File: config.mk
export PLATFORM = sky130hd
export DESIGN_NAME = vacuum_leak_test_sequencer_flat
export DESIGN_NICKNAME = d
export VERILOG_FILES = /design/src/rtl/vlts_pkg.sv /design/src/rtl/vlts_if.sv /design/src/rtl/vlts_datapath.sv /design/src/rtl/vlts_ctrl.sv /design/src/rtl/vacuum_leak_test_sequencer.sv /design/src/flat_wrapper.sv
export VERILOG_INCLUDE_DIRS = /design/src /design/src/rtl
export SDC_FILE = /design/constraint.sdc
export NUM_CORES = 1
export LEC_CHECK = 0
export BUFFER_PORTS_ARGS = -buffer_cell sky130_fd_sc_hd__buf_2
export CAP_MARGIN = 40
export CORE_UTILIZATION = 50
export CTS_CLUSTER_SIZE = 25
export DETAILED_ROUTE_END_ITERATION = 6
export PLACE_DENSITY = 0.69
export SYNTH_ARGS = -nofsm -noshare
export SYNTH_HDL_FRONTEND = slang
export SYNTH_HIERARCHICAL = 1
export SYNTH_SLANG_ARGS = --single-unit
File: constraint.sdc
create_clock -name clk -period 8.1 [get_ports clk]
set_clock_uncertainty 0.2 [all_clocks]
set_input_delay 1.215 -clock clk [delete_from_list [all_inputs] [get_ports clk]]
set_output_delay 1.215 -clock clk [all_outputs]
set_load 0.05 [all_outputs]
File: src/rtl/vacuum_leak_test_sequencer_defines.svh
// Assertion macros shared by the vacuum leak test sequencer modules.
// No dependencies; every user module must have clk and arst_n in scope.
`ifndef VACUUM_LEAK_TEST_SEQUENCER_DEFINES_SVH
`define VACUUM_LEAK_TEST_SEQUENCER_DEFINES_SVH

// Same-cycle implication, disabled while reset is asserted.
`define VLTS_ASSERT_NOW(label, ante, cons, msg) \
	label: assert property (@(posedge clk) disable iff (!arst_n) (ante) |-> (cons)) \
		else $error(msg);

// Next-cycle implication, disabled while reset is asserted.
`define VLTS_ASSERT_NEXT(label, ante, cons, msg) \
	label: assert property (@(posedge clk) disable iff (!arst_n) (ante) |=> (cons)) \
		else $error(msg);

`endif

File: src/rtl/vlts_pkg.sv
// Package of the vacuum leak test sequencer: widths, codes, command structs
// and saturation helpers. No dependencies.
package vlts_pkg;

	// Pressure, internal sum, elapsed counter, configuration data and register index widths.
	localparam int P_W   = 21;
	localparam int SUM_W = 34;
	localparam int EL_W  = 17;
	localparam int CFG_W = 21;
	localparam int IDX_W = 3;

	localparam int P_MAX = 1000000;
	localparam int P_MIN = -1000000;
	localparam logic [EL_W-1:0] ELAPSED_MAX = {EL_W{1'b1}};

	// Filter weight in Q8.
	localparam int ALPHA_Q8 = 26;
	localparam logic signed [9:0] ALPHA_S = 10'(ALPHA_Q8);

	typedef logic [1:0] func_t;
	typedef logic [2:0] mode_t;
	typedef logic [3:0] ev_t;
	typedef logic [IDX_W-1:0] reg_idx_t;

	localparam func_t FUNC_TICK = 2'd0;
	localparam func_t FUNC_ON   = 2'd1;
	localparam func_t FUNC_OFF  = 2'd2;
	localparam func_t FUNC_LEAK = 2'd3;

	localparam mode_t MODE_OFF    = 3'd0;
	localparam mode_t MODE_HOLD   = 3'd1;
	localparam mode_t MODE_PULL   = 3'd2;
	localparam mode_t MODE_SETTLE = 3'd3;
	localparam mode_t MODE_MEAS   = 3'd4;
	localparam mode_t MODE_ERR    = 3'd5;

	localparam ev_t EV_NONE      = 4'd0;
	localparam ev_t EV_HOLD      = 4'd1;
	localparam ev_t EV_START     = 4'd2;
	localparam ev_t EV_BUSY      = 4'd3;
	localparam ev_t EV_OFF       = 4'd4;
	localparam ev_t EV_ALRDY_OFF = 4'd5;
	localparam ev_t EV_SETTLE    = 4'd6;
	localparam ev_t EV_MEASURE   = 4'd7;
	localparam ev_t EV_TIMEOUT   = 4'd8;
	localparam ev_t EV_LEAK_FAIL = 4'd9;
	localparam ev_t EV_PASS      = 4'd10;

	localparam reg_idx_t REG_TARGET   = 3'd0;
	localparam reg_idx_t REG_RAMP_TO  = 3'd1;
	localparam reg_idx_t REG_LEAK_LIM = 3'd2;
	localparam reg_idx_t REG_LEAK_WIN = 3'd3;
	localparam reg_idx_t REG_SETTLE   = 3'd4;
	localparam reg_idx_t REG_GAIN     = 3'd5;
	localparam reg_idx_t REG_ZERO     = 3'd6;
	localparam reg_idx_t REG_OFFSET   = 3'd7;

	// Commands from the controller to the datapath.
	typedef struct packed {
		logic accept;   // latch the item and start the sensor multiply
		logic ewma;     // form the weighted filter difference
		logic smooth;   // update the smoothed pressure
		logic step;     // run the mode machine and load the result register
	} cmd_t;

	// Status from the datapath to the controller.
	typedef struct packed {
		logic is_tick;
	} stat_t;

	function automatic logic signed [P_W-1:0] sat_p(input logic signed [SUM_W-1:0] v);
		logic signed [P_W-1:0] r;
		if (v > SUM_W'(P_MAX))
			r = P_W'(P_MAX);
		else if (v < SUM_W'(P_MIN))
			r = P_W'(P_MIN);
		else
			r = P_W'(v);
		return r;
	endfunction

	// A time limit counts as exceeded past the limit or once the counter saturated.
	function automatic logic exceeded(input logic [EL_W-1:0] el, input logic [EL_W-1:0] lim);
		return (el > lim) || (el == ELAPSED_MAX);
	endfunction

endpackage

File: src/rtl/vlts_if.sv
// Channel interfaces of the vacuum leak test sequencer: input items, results
// and configuration writes. Depends on vlts_pkg.
interface vlts_in_if;
	logic              valid;
	logic              ready;
	vlts_pkg::func_t   func;
	logic [11:0]       adc_sample;

	modport source (output valid, func, adc_sample, input ready);
	modport sink (input valid, func, adc_sample, output ready);
endinterface

interface vlts_out_if;
	logic                                valid;
	logic                                ready;
	vlts_pkg::mode_t                     mode;
	logic                                pump_on;
	logic                                valve_open;
	logic signed [vlts_pkg::P_W-1:0]     pressure_mpsi;
	vlts_pkg::ev_t                       event_res;
	logic signed [vlts_pkg::P_W-1:0]     loss_mpsi;

	modport source (output valid, mode, pump_on, valve_open, pressure_mpsi, event_res,
		loss_mpsi, input ready);
	modport sink (input valid, mode, pump_on, valve_open, pressure_mpsi, event_res,
		loss_mpsi, output ready);
endinterface

interface vlts_cfg_if;
	logic                          valid;
	logic                          ready;
	vlts_pkg::reg_idx_t            index;
	logic [vlts_pkg::CFG_W-1:0]    data;

	modport source (output valid, index, data, input ready);
	modport sink (input valid, index, data, output ready);
endinterface

File: src/rtl/vlts_datapath.sv
// Datapath of the vacuum leak test sequencer: configuration registers, sensor
// scaling, smoothing filter, mode machine state and result register.
// Depends on vlts_pkg and the assertion macro header.
`include "vacuum_leak_test_sequencer_defines.svh"

module vlts_datapath (
	input  logic                                clk,
	input  logic                                arst_n,
	input  vlts_pkg::cmd_t                      cmd,
	output vlts_pkg::stat_t                     stat,
	input  logic                                cfg_we,
	input  vlts_pkg::reg_idx_t                  cfg_index,
	input  logic [vlts_pkg::CFG_W-1:0]          cfg_data,
	input  vlts_pkg::func_t                     func,
	input  logic [11:0]                         adc_sample,
	output vlts_pkg::mode_t                     mode,
	output logic                                pump_on,
	output logic                                valve_open,
	output logic signed [vlts_pkg::P_W-1:0]     pressure_mpsi,
	output vlts_pkg::ev_t                       event_res,
	output logic signed [vlts_pkg::P_W-1:0]     loss_mpsi
);

	// Configuration registers.
	logic signed [14:0] target_q;
	logic [15:0]        ramp_to_q;
	logic [12:0]        leak_lim_q;
	logic [16:0]        leak_win_q;
	logic [16:0]        settle_q;
	logic signed [20:0] gain_q;
	logic signed [17:0] zero_q;
	logic signed [13:0] offset_q;

	// Sequencer state.
	vlts_pkg::mode_t                   mode_q;
	logic                              pump_q;
	logic                              valve_q;
	logic                              first_q;
	logic [vlts_pkg::EL_W-1:0]         elapsed_q;
	logic signed [vlts_pkg::P_W-1:0]   smoothed_q;
	logic signed [vlts_pkg::P_W-1:0]   mstart_q;

	// Working registers of one item.
	vlts_pkg::func_t                   func_q;
	logic signed [vlts_pkg::SUM_W-1:0] prod_q;
	logic signed [31:0]                ewma_q;

	// Result register.
	vlts_pkg::mode_t                   out_mode_q;
	logic                              out_pump_q;
	logic                              out_valve_q;
	logic signed [vlts_pkg::P_W-1:0]   out_press_q;
	vlts_pkg::ev_t                     out_ev_q;
	logic signed [vlts_pkg::P_W-1:0]   out_loss_q;

	logic signed [vlts_pkg::SUM_W-1:0] prod_d;
	logic signed [18:0]                raw;
	logic signed [21:0]                diff;
	logic signed [31:0]                ewma_d;
	logic signed [vlts_pkg::SUM_W-1:0] smooth_sum;
	logic signed [vlts_pkg::SUM_W-1:0] press_sum;
	logic signed [vlts_pkg::P_W-1:0]   press;
	logic signed [21:0]                leak_delta;
	logic signed [21:0]                loss_delta;
	logic [vlts_pkg::EL_W-1:0]         el_inc;
	logic                              busy;

	vlts_pkg::mode_t                   mode_n;
	logic                              pump_n;
	logic                              valve_n;
	logic [vlts_pkg::EL_W-1:0]         el_n;
	logic signed [vlts_pkg::P_W-1:0]   mstart_n;
	vlts_pkg::ev_t                     ev_n;
	logic signed [vlts_pkg::P_W-1:0]   loss_n;

	assign stat.is_tick = (func == vlts_pkg::FUNC_TICK);

	// Sensor scaling: zero + floor(gain * adc / 2^16), always inside the pressure range.
	assign prod_d = gain_q * $signed({1'b0, adc_sample});
	assign raw    = 19'(zero_q) + 19'($signed(prod_q[33:16]));
	assign diff   = 22'(raw) - 22'(smoothed_q);
	assign ewma_d = diff * vlts_pkg::ALPHA_S;
	assign smooth_sum = vlts_pkg::SUM_W'(smoothed_q) + vlts_pkg::SUM_W'(ewma_q >>> 8);

	assign press_sum  = vlts_pkg::SUM_W'(smoothed_q) + vlts_pkg::SUM_W'(offset_q);
	assign press      = vlts_pkg::sat_p(press_sum);
	assign leak_delta = 22'(smoothed_q) - 22'(mstart_q);
	assign busy       = !(mode_q == vlts_pkg::MODE_OFF || mode_q == vlts_pkg::MODE_HOLD);

	always_comb begin
		if ((mode_q == vlts_pkg::MODE_PULL || mode_q == vlts_pkg::MODE_SETTLE ||
				mode_q == vlts_pkg::MODE_MEAS) && elapsed_q != vlts_pkg::ELAPSED_MAX)
			el_inc = elapsed_q + 1'b1;
		else
			el_inc = elapsed_q;
	end

	// Mode machine for one item.
	always_comb begin
		mode_n   = mode_q;
		pump_n   = pump_q;
		valve_n  = valve_q;
		el_n     = elapsed_q;
		mstart_n = mstart_q;
		ev_n     = vlts_pkg::EV_NONE;
		unique case (func_q)
			vlts_pkg::FUNC_TICK: begin
				el_n = el_inc;
				priority case (mode_q)
					vlts_pkg::MODE_PULL: begin
						if (press <= 21'(target_q)) begin
							pump_n  = 1'b0;
							valve_n = 1'b0;
							mode_n  = vlts_pkg::MODE_SETTLE;
							el_n    = '0;
							ev_n    = vlts_pkg::EV_SETTLE;
						end else if (vlts_pkg::exceeded(el_inc, 17'(ramp_to_q))) begin
							mode_n = vlts_pkg::MODE_ERR;
							pump_n = 1'b0;
							ev_n   = vlts_pkg::EV_TIMEOUT;
						end
					end
					vlts_pkg::MODE_SETTLE: begin
						if (vlts_pkg::exceeded(el_inc, settle_q)) begin
							mstart_n = smoothed_q;
							mode_n   = vlts_pkg::MODE_MEAS;
							el_n     = '0;
							ev_n     = vlts_pkg::EV_MEASURE;
						end
					end
					vlts_pkg::MODE_MEAS: begin
						if (leak_delta > $signed({9'b0, leak_lim_q})) begin
							mode_n = vlts_pkg::MODE_ERR;
							ev_n   = vlts_pkg::EV_LEAK_FAIL;
						end else if (vlts_pkg::exceeded(el_inc, leak_win_q)) begin
							mode_n  = vlts_pkg::MODE_OFF;
							pump_n  = 1'b0;
							valve_n = 1'b0;
							ev_n    = vlts_pkg::EV_PASS;
						end
					end
					default: ;
				endcase
			end
			vlts_pkg::FUNC_OFF: begin
				if (mode_q == vlts_pkg::MODE_OFF) begin
					ev_n = vlts_pkg::EV_ALRDY_OFF;
				end else begin
					mode_n  = vlts_pkg::MODE_OFF;
					pump_n  = 1'b0;
					valve_n = 1'b0;
					ev_n    = vlts_pkg::EV_OFF;
				end
			end
			vlts_pkg::FUNC_ON: begin
				if (busy) begin
					ev_n = vlts_pkg::EV_BUSY;
				end else begin
					mode_n  = vlts_pkg::MODE_HOLD;
					pump_n  = 1'b1;
					valve_n = 1'b1;
					ev_n    = vlts_pkg::EV_HOLD;
				end
			end
			vlts_pkg::FUNC_LEAK: begin
				if (busy) begin
					ev_n = vlts_pkg::EV_BUSY;
				end else begin
					mode_n  = vlts_pkg::MODE_PULL;
					el_n    = '0;
					pump_n  = 1'b1;
					valve_n = 1'b1;
					ev_n    = vlts_pkg::EV_START;
				end
			end
		endcase
	end

	// The loss is reported only while measuring or on the verdict of a window.
	assign loss_delta = 22'(smoothed_q) - 22'(mstart_n);
	assign loss_n = (mode_n == vlts_pkg::MODE_MEAS || ev_n == vlts_pkg::EV_LEAK_FAIL ||
		ev_n == vlts_pkg::EV_PASS) ? vlts_pkg::sat_p(vlts_pkg::SUM_W'(loss_delta)) : '0;

	always_ff @(posedge clk or negedge arst_n) begin
		if (!arst_n) begin
			target_q   <= -15'sd10000;
			ramp_to_q  <= 16'd30000;
			leak_lim_q <= 13'd100;
			leak_win_q <= 17'd10000;
			settle_q   <= 17'd2000;
			gain_q     <= '0;
			zero_q     <= '0;
			offset_q   <= '0;
		end else if (cfg_we) begin
			unique case (cfg_index)
				vlts_pkg::REG_TARGET:   target_q   <= cfg_data[14:0];
				vlts_pkg::REG_RAMP_TO:  ramp_to_q  <= cfg_data[15:0];
				vlts_pkg::REG_LEAK_LIM: leak_lim_q <= cfg_data[12:0];
				vlts_pkg::REG_LEAK_WIN: leak_win_q <= cfg_data[16:0];
				vlts_pkg::REG_SETTLE:   settle_q   <= cfg_data[16:0];
				vlts_pkg::REG_GAIN:     gain_q     <= cfg_data[20:0];
				vlts_pkg::REG_ZERO:     zero_q     <= cfg_data[17:0];
				vlts_pkg::REG_OFFSET:   offset_q   <= cfg_data[13:0];
			endcase
		end
	end

	always_ff @(posedge clk or negedge arst_n) begin
		if (!arst_n) begin
			mode_q     <= vlts_pkg::MODE_OFF;
			pump_q     <= 1'b0;
			valve_q    <= 1'b0;
			first_q    <= 1'b1;
			elapsed_q  <= '0;
			smoothed_q <= '0;
			mstart_q   <= '0;
		end else begin
			if (cmd.smooth) begin
				first_q <= 1'b0;
				if (first_q)
					smoothed_q <= 21'(raw);
				else
					smoothed_q <= vlts_pkg::sat_p(smooth_sum);
			end
			if (cmd.step) begin
				mode_q    <= mode_n;
				pump_q    <= pump_n;
				valve_q   <= valve_n;
				elapsed_q <= el_n;
				mstart_q  <= mstart_n;
			end
		end
	end

	always_ff @(posedge clk) begin
		if (cmd.accept) begin
			func_q <= func;
			prod_q <= prod_d;
		end
		if (cmd.ewma)
			ewma_q <= ewma_d;
		if (cmd.step) begin
			out_mode_q  <= mode_n;
			out_pump_q  <= pump_n;
			out_valve_q <= valve_n;
			out_press_q <= press;
			out_ev_q    <= ev_n;
			out_loss_q  <= loss_n;
		end
	end

	assign mode          = out_mode_q;
	assign pump_on       = out_pump_q;
	assign valve_open    = out_valve_q;
	assign pressure_mpsi = out_press_q;
	assign event_res     = out_ev_q;
	assign loss_mpsi     = out_loss_q;

	`VLTS_ASSERT_NOW(a_pump_needs_valve, pump_q, valve_q, "pump running with valve closed")
	`VLTS_ASSERT_NOW(a_off_relays, mode_q == vlts_pkg::MODE_OFF, !pump_q && !valve_q, "relay driven in off mode")
	`VLTS_ASSERT_NOW(a_test_relays, mode_q == vlts_pkg::MODE_SETTLE || mode_q == vlts_pkg::MODE_MEAS, !pump_q && !valve_q, "relay driven during settle or measure")

endmodule

File: src/rtl/vlts_ctrl.sv
// Controller of the vacuum leak test sequencer: sequences one item through
// the datapath and owns the handshakes of both item channels. Depends on
// vlts_pkg and the assertion macro header.
`include "vacuum_leak_test_sequencer_defines.svh"

module vlts_ctrl (
	input  logic             clk,
	input  logic             arst_n,
	input  logic             in_valid,
	output logic             in_ready,
	output logic             out_valid,
	input  logic             out_ready,
	input  vlts_pkg::stat_t  stat,
	output vlts_pkg::cmd_t   cmd
);

	localparam logic [1:0] S_IDLE   = 2'd0;
	localparam logic [1:0] S_EWMA   = 2'd1;
	localparam logic [1:0] S_SMOOTH = 2'd2;
	localparam logic [1:0] S_STEP   = 2'd3;

	logic [1:0] state_q;
	logic [1:0] state_d;
	logic       out_valid_q;
	logic       out_free;

	// The result register may be loaded when empty or emptied in the same cycle.
	assign out_free = !out_valid_q || out_ready;

	always_comb begin
		state_d    = state_q;
		in_ready   = 1'b0;
		cmd        = '0;
		unique case (state_q)
			S_IDLE: begin
				in_ready   = 1'b1;
				cmd.accept = in_valid;
				if (in_valid)
					state_d = stat.is_tick ? S_EWMA : S_STEP;
			end
			S_EWMA: begin
				cmd.ewma = 1'b1;
				state_d  = S_SMOOTH;
			end
			S_SMOOTH: begin
				cmd.smooth = 1'b1;
				state_d    = S_STEP;
			end
			S_STEP: begin
				cmd.step = out_free;
				if (out_free)
					state_d = S_IDLE;
			end
		endcase
	end

	always_ff @(posedge clk or negedge arst_n) begin
		if (!arst_n) begin
			state_q     <= S_IDLE;
			out_valid_q <= 1'b0;
		end else begin
			state_q <= state_d;
			if (cmd.step)
				out_valid_q <= 1'b1;
			else if (out_ready)
				out_valid_q <= 1'b0;
		end
	end

	assign out_valid = out_valid_q;

	`VLTS_ASSERT_NOW(a_no_overwrite, cmd.step, !out_valid_q || out_ready, "result register overwritten")
	`VLTS_ASSERT_NOW(a_rise_from_step, $rose(out_valid_q), $past(state_q) == S_STEP, "result appeared outside step")
	`VLTS_ASSERT_NEXT(a_cmd_to_step, cmd.accept && !stat.is_tick, state_q == S_STEP, "command item did not go to step")

endmodule

File: src/rtl/vacuum_leak_test_sequencer.sv
// Top level of the vacuum leak test sequencer: joins controller and datapath
// to the item, result and configuration channels. Depends on vlts_pkg,
// vlts_if, vlts_ctrl and vlts_datapath.
//
// Usage. Items enter on req (func, adc_sample) with a valid/ready transaction;
// each item gives exactly one result on rsp (mode, relays, pressure, event,
// loss). Tick items pass a sensor multiply, the filter difference, the filter
// update and the mode machine step, in that order; vacuum on, off and leak
// test items go from accept straight to the step. The single shared
// sequencing loop of the controller takes no new item until the one in
// flight has loaded its result. Results sit in an output register, so the
// next item is accepted while the previous result is still waiting; if the
// receiver stalls, the following item waits in its final step until the
// result register is taken. Configuration writes on cfg are always ready
// and are meant for times when no item is in flight. Reset (arst_n low)
// returns the mode to off with both relays released, clears the filter so
// that the next tick is taken as is, and restores the register reset values.
module vacuum_leak_test_sequencer (
	input  logic        clk,
	input  logic        arst_n,
	vlts_cfg_if.sink    cfg,
	vlts_in_if.sink     req,
	vlts_out_if.source  rsp
);

	vlts_pkg::cmd_t  cmd;
	vlts_pkg::stat_t stat;

	// Register writes never stall.
	assign cfg.ready = 1'b1;

	// Sequencing of one item and the handshakes of both item channels.
	vlts_ctrl u_ctrl (
		.clk       (clk),
		.arst_n    (arst_n),
		.in_valid  (req.valid),
		.in_ready  (req.ready),
		.out_valid (rsp.valid),
		.out_ready (rsp.ready),
		.stat      (stat),
		.cmd       (cmd)
	);

	// Arithmetic, mode state and the result register.
	vlts_datapath u_dp (
		.clk           (clk),
		.arst_n        (arst_n),
		.cmd           (cmd),
		.stat          (stat),
		.cfg_we        (cfg.valid),
		.cfg_index     (cfg.index),
		.cfg_data      (cfg.data),
		.func          (req.func),
		.adc_sample    (req.adc_sample),
		.mode          (rsp.mode),
		.pump_on       (rsp.pump_on),
		.valve_open    (rsp.valve_open),
		.pressure_mpsi (rsp.pressure_mpsi),
		.event_res     (rsp.event_res),
		.loss_mpsi     (rsp.loss_mpsi)
	);

endmodule

File: src/flat_wrapper.sv
// flat-port wrapper written by rule: the top's interface ports become plain ports
module vacuum_leak_test_sequencer_flat 
  (clk, arst_n, cfg_valid, cfg_index, cfg_data, cfg_ready, req_valid, req_func, req_adc_sample, req_ready, rsp_valid, rsp_mode, rsp_pump_on, rsp_valve_open, rsp_pressure_mpsi, rsp_event_res, rsp_loss_mpsi, rsp_ready);
  vlts_cfg_if cfg_i ();
  vlts_in_if req_i ();
  vlts_out_if rsp_i ();
  input  logic clk;
  input  logic arst_n;
  input wire logic [$bits(cfg_i.valid)-1:0] cfg_valid;
  input wire logic [$bits(cfg_i.index)-1:0] cfg_index;
  input wire logic [$bits(cfg_i.data)-1:0] cfg_data;
  output wire logic [$bits(cfg_i.ready)-1:0] cfg_ready;
  input wire logic [$bits(req_i.valid)-1:0] req_valid;
  input wire logic [$bits(req_i.func)-1:0] req_func;
  input wire logic [$bits(req_i.adc_sample)-1:0] req_adc_sample;
  output wire logic [$bits(req_i.ready)-1:0] req_ready;
  output wire logic [$bits(rsp_i.valid)-1:0] rsp_valid;
  output wire logic [$bits(rsp_i.mode)-1:0] rsp_mode;
  output wire logic [$bits(rsp_i.pump_on)-1:0] rsp_pump_on;
  output wire logic [$bits(rsp_i.valve_open)-1:0] rsp_valve_open;
  output wire logic [$bits(rsp_i.pressure_mpsi)-1:0] rsp_pressure_mpsi;
  output wire logic [$bits(rsp_i.event_res)-1:0] rsp_event_res;
  output wire logic [$bits(rsp_i.loss_mpsi)-1:0] rsp_loss_mpsi;
  input wire logic [$bits(rsp_i.ready)-1:0] rsp_ready;
  assign cfg_i.valid = cfg_valid;
  assign cfg_i.index = cfg_index;
  assign cfg_i.data = cfg_data;
  assign cfg_ready = cfg_i.ready;
  assign req_i.valid = req_valid;
  assign req_i.func = req_func;
  assign req_i.adc_sample = req_adc_sample;
  assign req_ready = req_i.ready;
  assign rsp_valid = rsp_i.valid;
  assign rsp_mode = rsp_i.mode;
  assign rsp_pump_on = rsp_i.pump_on;
  assign rsp_valve_open = rsp_i.valve_open;
  assign rsp_pressure_mpsi = rsp_i.pressure_mpsi;
  assign rsp_event_res = rsp_i.event_res;
  assign rsp_loss_mpsi = rsp_i.loss_mpsi;
  assign rsp_i.ready = rsp_ready;
  vacuum_leak_test_sequencer u_core (.clk(clk), .arst_n(arst_n), .cfg(cfg_i), .req(req_i), .rsp(rsp_i));
endmodule
==> results.ini, run 1 <==
[routing]
routedWlPerCell_um = 17.6
drt_iter0_drc = 1195
num_vias = 23592
viasPerCell = 5.58
dr.pass1.iters = 5
ant_nets = 0
post-route-drc-count = 0
routed_wl_um = 74600

[finish]
drive_gt1_share_pct = 10.6
area_growth_pct = 9.16
final_cell_count_no_fill = 4227
layout_common_cells = inv_1, ha_1, nand2_1, fa_1, nor2_1
stdcell_area_mm2 = 0.0334
num_antenna_cells = 0
final_common_cell = inv_1
layout.nets = 4065

[synthesis]
synth_edf_count = 91
async_flop_share_pct = 68.6
synth.area.top_cells = fa_1, ha_1, dfrtp_1, edfxtp_1, inv_1
postSynthCellCount = 3337
synth-main-ff-cell = dfrtp_1
syn_avg_cell_area_um2 = 9.17
ys_seq_area_share_pct = 25.3
synth.top_cell.area_share_pct = 16.5
synthesis.area_mm2 = 0.0306
yosysTopAreaCell = fa_1
synthesis.nets = 3982
yosys_warnings = 6
ys_types = 92
synth_seq_cells = 290

[global_routing]
grt_pass1_vias = 23332
grt_util_all_layers_pct = 24.2
grt_start_max_net_pins = 103
grt_pass1_wl_um = 122000
grt_antenna_before_repair = 0
grt-ovfl-total = 0

[worst_setup_path]
reg2reg_slack_ns = 0.40
path_max_fanout = 7
crit_slowest_cell = a2111o_1
r2r_cells = 34
critical_path.reg2reg.startpoint = u_core/u_dp/elapsed_q[0]
endpoint_kind = flip-flop
cp_slowest_stage_delay_ns = 0.49
cp_data_required_time_ns = 8.34
critPathKind = reg2reg
critPathArrivalTime_ns = 7.94
reg2reg_to = u_core/u_dp/loss_mpsi[2]
startpoint_type = flip-flop

[status]
status = complete, no violations

[timing]
timing.fmax_mhz = 130
min_period_ns = 7.70
finalCritPeriodShare_pct = 95.0
relSlewSlack_pct = 45.3
final.setup.tns_ns = 0
hold_violations = 0
drv_slew = 0
worst_slew_pin_slew_ns = 0.819
setup_viol = 0

[placed_design]
dp_hpwl_um = 58100
port_buffers = 95
placed_cell_area_mm2 = 0.0322
placed_cells = 4168
globalplace.congestion = 0.925

[floorplan]
die_h_um = 249
coreArea_mm2 = 0.0605
rows = 90
dieArea_mm2 = 0.0622
start_util_pct = 50.6
dieWidth_um = 249
ios = 97

[min_path]
holdPathEnd = u_core/u_dp/leak_win_q[2]
min_path_type = reg2reg
hold_depth = 1
min-delay-start = u_core/u_dp/leak_win_q[2]

[clock_tree]
cts_tree = built
insertion_delay_ns = 0.61
cts.sinks = 290
cts_inserted_buffers = 31
clockBufferDepth = 3
clk_pin_slew_worst_paths_ns = 0.06
htreeDepth = 1
cts_hold_repair.buffers = 0
clockRootBuffer = clkbuf_16

[run]
maxCapViolations = 0

==> repair_timing <==
| item | 4_1_cts | 5_1_grt |
|---|---|---|
| buffers inserted | 1 | 0 |
| gates resized for setup | 3 | 31 |
| pin swaps | 1 | 2 |
| setup endpoints to repair | 7 | 24 |
==> synth_stat cells, drive strengths merged, types with 7 or more instances <==
master   count
buf         11
xor2        44
dfstp       29
o41ai        7
mux2        77
o21bai      12
dfrtp      170
o211ai      31
o22ai        8
nand4       35
nand2      295
o21a        34
a2111oi      9
or3          9
a21o        69
and2       144
edfxtp      91
nand2b      31
o31ai       12
o21ai      170
a22o         8
nor3        50
nand3       45
xnor2       92
ha         349
a21oi      193
nor3b        7
nand3b       7
nor2b       37
nor4         9
clkbuf      97
inv        504
a221o        7
o31a         9
fa         253
a211oi      20
a31oi       22
nor2       207
and3        12
or2          8
==> state kept, by name, summed over array words and instances (netlist names), 13 cells and up <==
signal and cells:
u_core/u_dp/elapsed_q 17, u_core/u_dp/ewma_q 20, u_core/u_dp/gain_q 21, u_core/u_dp/leak_lim_q 13
u_core/u_dp/leak_win_q 17, u_core/u_dp/loss_mpsi 21, u_core/u_dp/mstart_q 21, u_core/u_dp/offset_q 14
u_core/u_dp/pressure_mpsi 21, u_core/u_dp/prod_q 18, u_core/u_dp/ramp_to_q 16, u_core/u_dp/settle_q 17
u_core/u_dp/smoothed_q 21, u_core/u_dp/target_q 15, u_core/u_dp/zero_q 18
==> layer usage <==
| metal | vias up | global-route usage (%) | part of all wire, % |
|---|---|---|---|
| li1 | 11449 | - | - |
| met1 | 11537 | 34.2 | 47 |
| met2 | 504 | 40.1 | 46 |
| met3 | 102 | 1.90 | 4.1 |
| met4 | 0 | 6.56 | 2.6 |
| met5 | - | 0 | 0 |
==> logic make-up (layout without fill, tap and decap cells) <==
family,after synthesis,count (layout),synth area share [%]
AND/OR/NAND/NOR,928,928,14.9
AO/OA/AOI/OAI,685,685,14.5
buffers and inverters,612,720,7.62
adder cells (fa/ha/maj),603,603,30.8
flip-flops,290,290,25.3
XOR/XNOR,136,136,3.89
multiplexers,82,82,3.00
other,1,1,0.0122
==> area by class of cell <==
class / count / area (um^2)
clock inverters: 17 / 223
fillers: 5390 / 27100
multi-input cells: 2435 / 20700
inverters: 504 / 1890
well taps: 782 / 978
flip-flops and latches: 290 / 7750
repair buffers: 158 / 1020
clock buffers: 41 / 823
==> worst max-delay path: cells and delay by family (launching register included) <==
family	cells	cell delay (ns)
compound gates	15	3.55
xor+xnor	1	0.18
fa+ha+maj	5	1.31
buf+inv	2	0.26
flops	1	0.35
mux	1	0.25
simple gates	10	1.44
==> stage by stage <==
| step | util, % | hold slack (ns) | setup WS [ns] |
|---|---|---|---|
| CTS | 55.0 | 0.309 | 0.0823 |
| global placement | 53.1 | 0.289 | 0.0510 |
| finish | 55.3 | 0.307 | 0.403 |
| floorplan | - | 0.279 | 0.296 |
| global route | 55.3 | 0.326 | -0.0118 |
| detailed placement | 53.2 | 0.295 | -0.138 |
==> how the worst max path moves through the flow <==
stage                                     to                startpoint  depth (start not counted)
floorplan           u_core/u_dp/loss_mpsi[6]  u_core/u_dp/elapsed_q[0]                         33
global placement    u_core/u_dp/loss_mpsi[6]  u_core/u_dp/elapsed_q[0]                         35
detailed placement  u_core/u_dp/loss_mpsi[6]  u_core/u_dp/elapsed_q[0]                         33
CTS                 u_core/u_dp/loss_mpsi[2]  u_core/u_dp/elapsed_q[0]                         32
global route        u_core/u_dp/loss_mpsi[3]  u_core/u_dp/elapsed_q[0]                         35
finish              u_core/u_dp/loss_mpsi[2]  u_core/u_dp/elapsed_q[0]                         34
Power of run 1 is not shown: default switching activity piles up to over one toggle a cycle in this logic, so the estimate is an artifact.
==> run 2, diff against run 1 <==
--- a/config.mk
+++ b/config.mk
@@ -6,6 +6,7 @@
 export SDC_FILE = /design/constraint.sdc
 export NUM_CORES = 1
 export LEC_CHECK = 0
+export ABC_AREA = 1
 export BUFFER_PORTS_ARGS = -buffer_cell sky130_fd_sc_hd__buf_2
 export CAP_MARGIN = 40
 export CORE_UTILIZATION = 50
==> run 2 against run 1 <==
  * The flow now finishes with violations (design-rule violations)
  * Fmax is 5.5% higher
  * Register-to-register slack better by 0.40 ns
  * Critical path type unchanged
  * Flip-flop and latch count stayed put
  * First-iteration DRC count is 81% higher
  * Utilization is 0.22 points lower
  * Critical path depth is 7 higher
  * Routed wire length is 12% higher
  * Die area is 5.8% higher
  * Count of clock-buffer cells in the layout is 2 higher
  * Setup slack better by 0.40 ns
  * Cell count is 23% higher
  * Synthesized area is 5.8% higher
==> results.ini, run 2 <==
[status]
status = finished with violations
violations = design-rule violations

[floorplan]
die_h_um = 257
dieArea_mm2 = 0.0658
dieWidth_um = 257
rows = 92
start_util_pct = 51.0
ios = 97
coreArea_mm2 = 0.0635

[synthesis]
synth-main-ff-cell = dfrtp_1
yosys_warnings = 6
synth_seq_cells = 290
async_flop_share_pct = 68.6
yosysMostFrequentCell = nand2_1
yosysTopAreaCell = fa_1
synthesis.nets = 4897
syn_avg_cell_area_um2 = 7.62
synth_common_cells = nand2_1, inv_1, ha_1, o21ai_0, fa_1
postSynthCellCount = 4252
synth_edf_count = 91
synth.area.top_cells = fa_1, ha_1, dfrtp_1, nand2_1, inv_1
synth.top_cell.area_share_pct = 15.6
synthesis.area_mm2 = 0.0324
ys_types = 66
ys_seq_area_share_pct = 23.9

[worst_setup_path]
r2r_cells = 41
critPathArrivalTime_ns = 7.37
critPathMostFrequentCell = nand2_1
critPathKind = reg2reg
reg2reg_slack_ns = 0.81
startpoint_type = flip-flop
cp_data_required_time_ns = 8.18
endpoint_kind = flip-flop
cp_slowest_stage_delay_ns = 0.40
path_max_fanout = 42
crit_slowest_cell = fa_1

[min_path]
hold_depth = 2
min_path_type = reg2reg

[clock_tree]
htreeDepth = 2
cts_resized = 0
cts_tree = built
clk_pin_slew_worst_paths_ns = 0.07
clockBufferDepth = 3
cts_hold_repair.buffers = 0
cts_inserted_buffers = 34
post-cts-setup-buffer-count = 0
cts.sinks = 290
insertion_delay_ns = 0.55
clockRootBuffer = clkbuf_16

[finish]
layout.nets = 4953
drive_gt1_share_pct = 6.41
final_common_cell = nand2_1
area_growth_pct = 7.99
layout_common_cells = nand2_1, inv_1, ha_1, o21ai_0, fa_1

[timing]
worst_slew_pin_slew_ns = 0.826
relSlewSlack_pct = 44.9
min_period_ns = 7.29
finalCritPeriodShare_pct = 90.1
timing.fmax_mhz = 137
drv_slew = 0
setup_viol = 0
hold_violations = 0
rsz0062_at_grt = false
final.setup.tns_ns = 0

[placed_design]
port_buffers = 95
dp_hpwl_um = 66200
globalplace.congestion = 0.968

[global_routing]
grt_util_all_layers_pct = 25.7
grt_antenna_before_repair = 1
grt-ovfl-total = 0
grt_pass1_wl_um = 136000
grt_pass1_vias = 26415
grt_start_max_net_pins = 94

[routing]
routedWlPerCell_um = 16.1
drt_iter0_drc = 2168
routed_wl_um = 83400
viasPerCell = 5.25
ant_nets = 0
num_vias = 27191
post-route-drc-count = 3
dr.pass1.iters = 7

[run]
maxCapViolations = 0

==> run 2: cells by family (layout without fill, tap and decap cells) <==
| logic type | after synthesis | after routing | synth area share, % |
|---|---|---|---|
| AOI/OAI and AO/OA | 616 | 616 | 10.4 |
| xor gates and xnor gates | 151 | 151 | 4.15 |
| adders and majority gates | 602 | 602 | 29.1 |
| buffers and inverters | 1023 | 1105 | 12.0 |
| DFF | 290 | 290 | 23.9 |
| muxes | 3 | 3 | 0.104 |
| other | 1 | 2 | 0.0116 |
| and+or+nand+nor | 1566 | 1566 | 20.4 |
==> run 2: through the flow <==
stage / setup WS, ns / instances / cell area [um^2] / hold slack, ns / util, %
final: 0.806 / 5181 / 35000 / 0.287 / 55.0
after detailed placement: 0.652 / 5118 / 33800 / 0.273 / 53.2
after CTS: 0.605 / 5180 / 35000 / 0.289 / 55.0
after floorplan: 1.62 / 4252 / 32400 / 0.253 / -
after global routing: 0.0524 / 5180 / 35000 / 0.308 / 55.0
after global placement: 0.842 / 5111 / 33700 / 0.266 / 53.0
==> run 2: critical path, delay by kind of cell, from the launching register on <==
kind | cells | cell delay [ns]
adder cells (fa/ha/maj) | 5 | 1.37
AND/OR/NAND/NOR | 21 | 2.65
buffers and inverters | 7 | 0.85
XOR/XNOR | 2 | 0.48
AO/OA/AOI/OAI | 6 | 1.03
flip-flops | 1 | 0.37
==> run 2: layout make-up <==
| cell class | count | area (um^2) |
|---|---|---|
| Antenna cell | 1 | 2.50 |
| Clock buffer | 43 | 936 |
| Clock inverter | 19 | 199 |
| Fill cell | 6081 | 28600 |
| Inverter | 926 | 3480 |
| Multi-Input combinational cell | 2939 | 20800 |
| Sequential cell | 290 | 7750 |
| Tap cell | 846 | 1060 |
| Timing Repair Buffer | 117 | 756 |
==> run 2: routing by layer <==
layer	share of wire (%)	routed length, um	GRT usage [%]	vias up
li1	-	-	-	13459
met5	0	0	0	-
met3	6.4	5300	2.79	111
met1	46	38100	36.0	12846
met4	2.5	2050	6.86	0
met2	45	37900	42.0	775
==> run 2: final timing paths <==
check	startpoint	endpoint
worst max-delay path	u_core/u_dp/elapsed_q[1]	u_core/u_dp/loss_mpsi[0]
min in group asynchronous	arst_n	u_core/u_dp/gain_q[11]
worst min register to register	u_core/u_dp/ramp_to_q[10]	u_core/u_dp/ramp_to_q[10]
worst min-delay path	u_core/u_dp/ramp_to_q[10]	u_core/u_dp/ramp_to_q[10]
worst max register to register	u_core/u_dp/elapsed_q[1]	u_core/u_dp/loss_mpsi[0]
max in group asynchronous	arst_n	u_core/u_dp/mstart_q[12]
Power of run 2 is left out for the same reason.
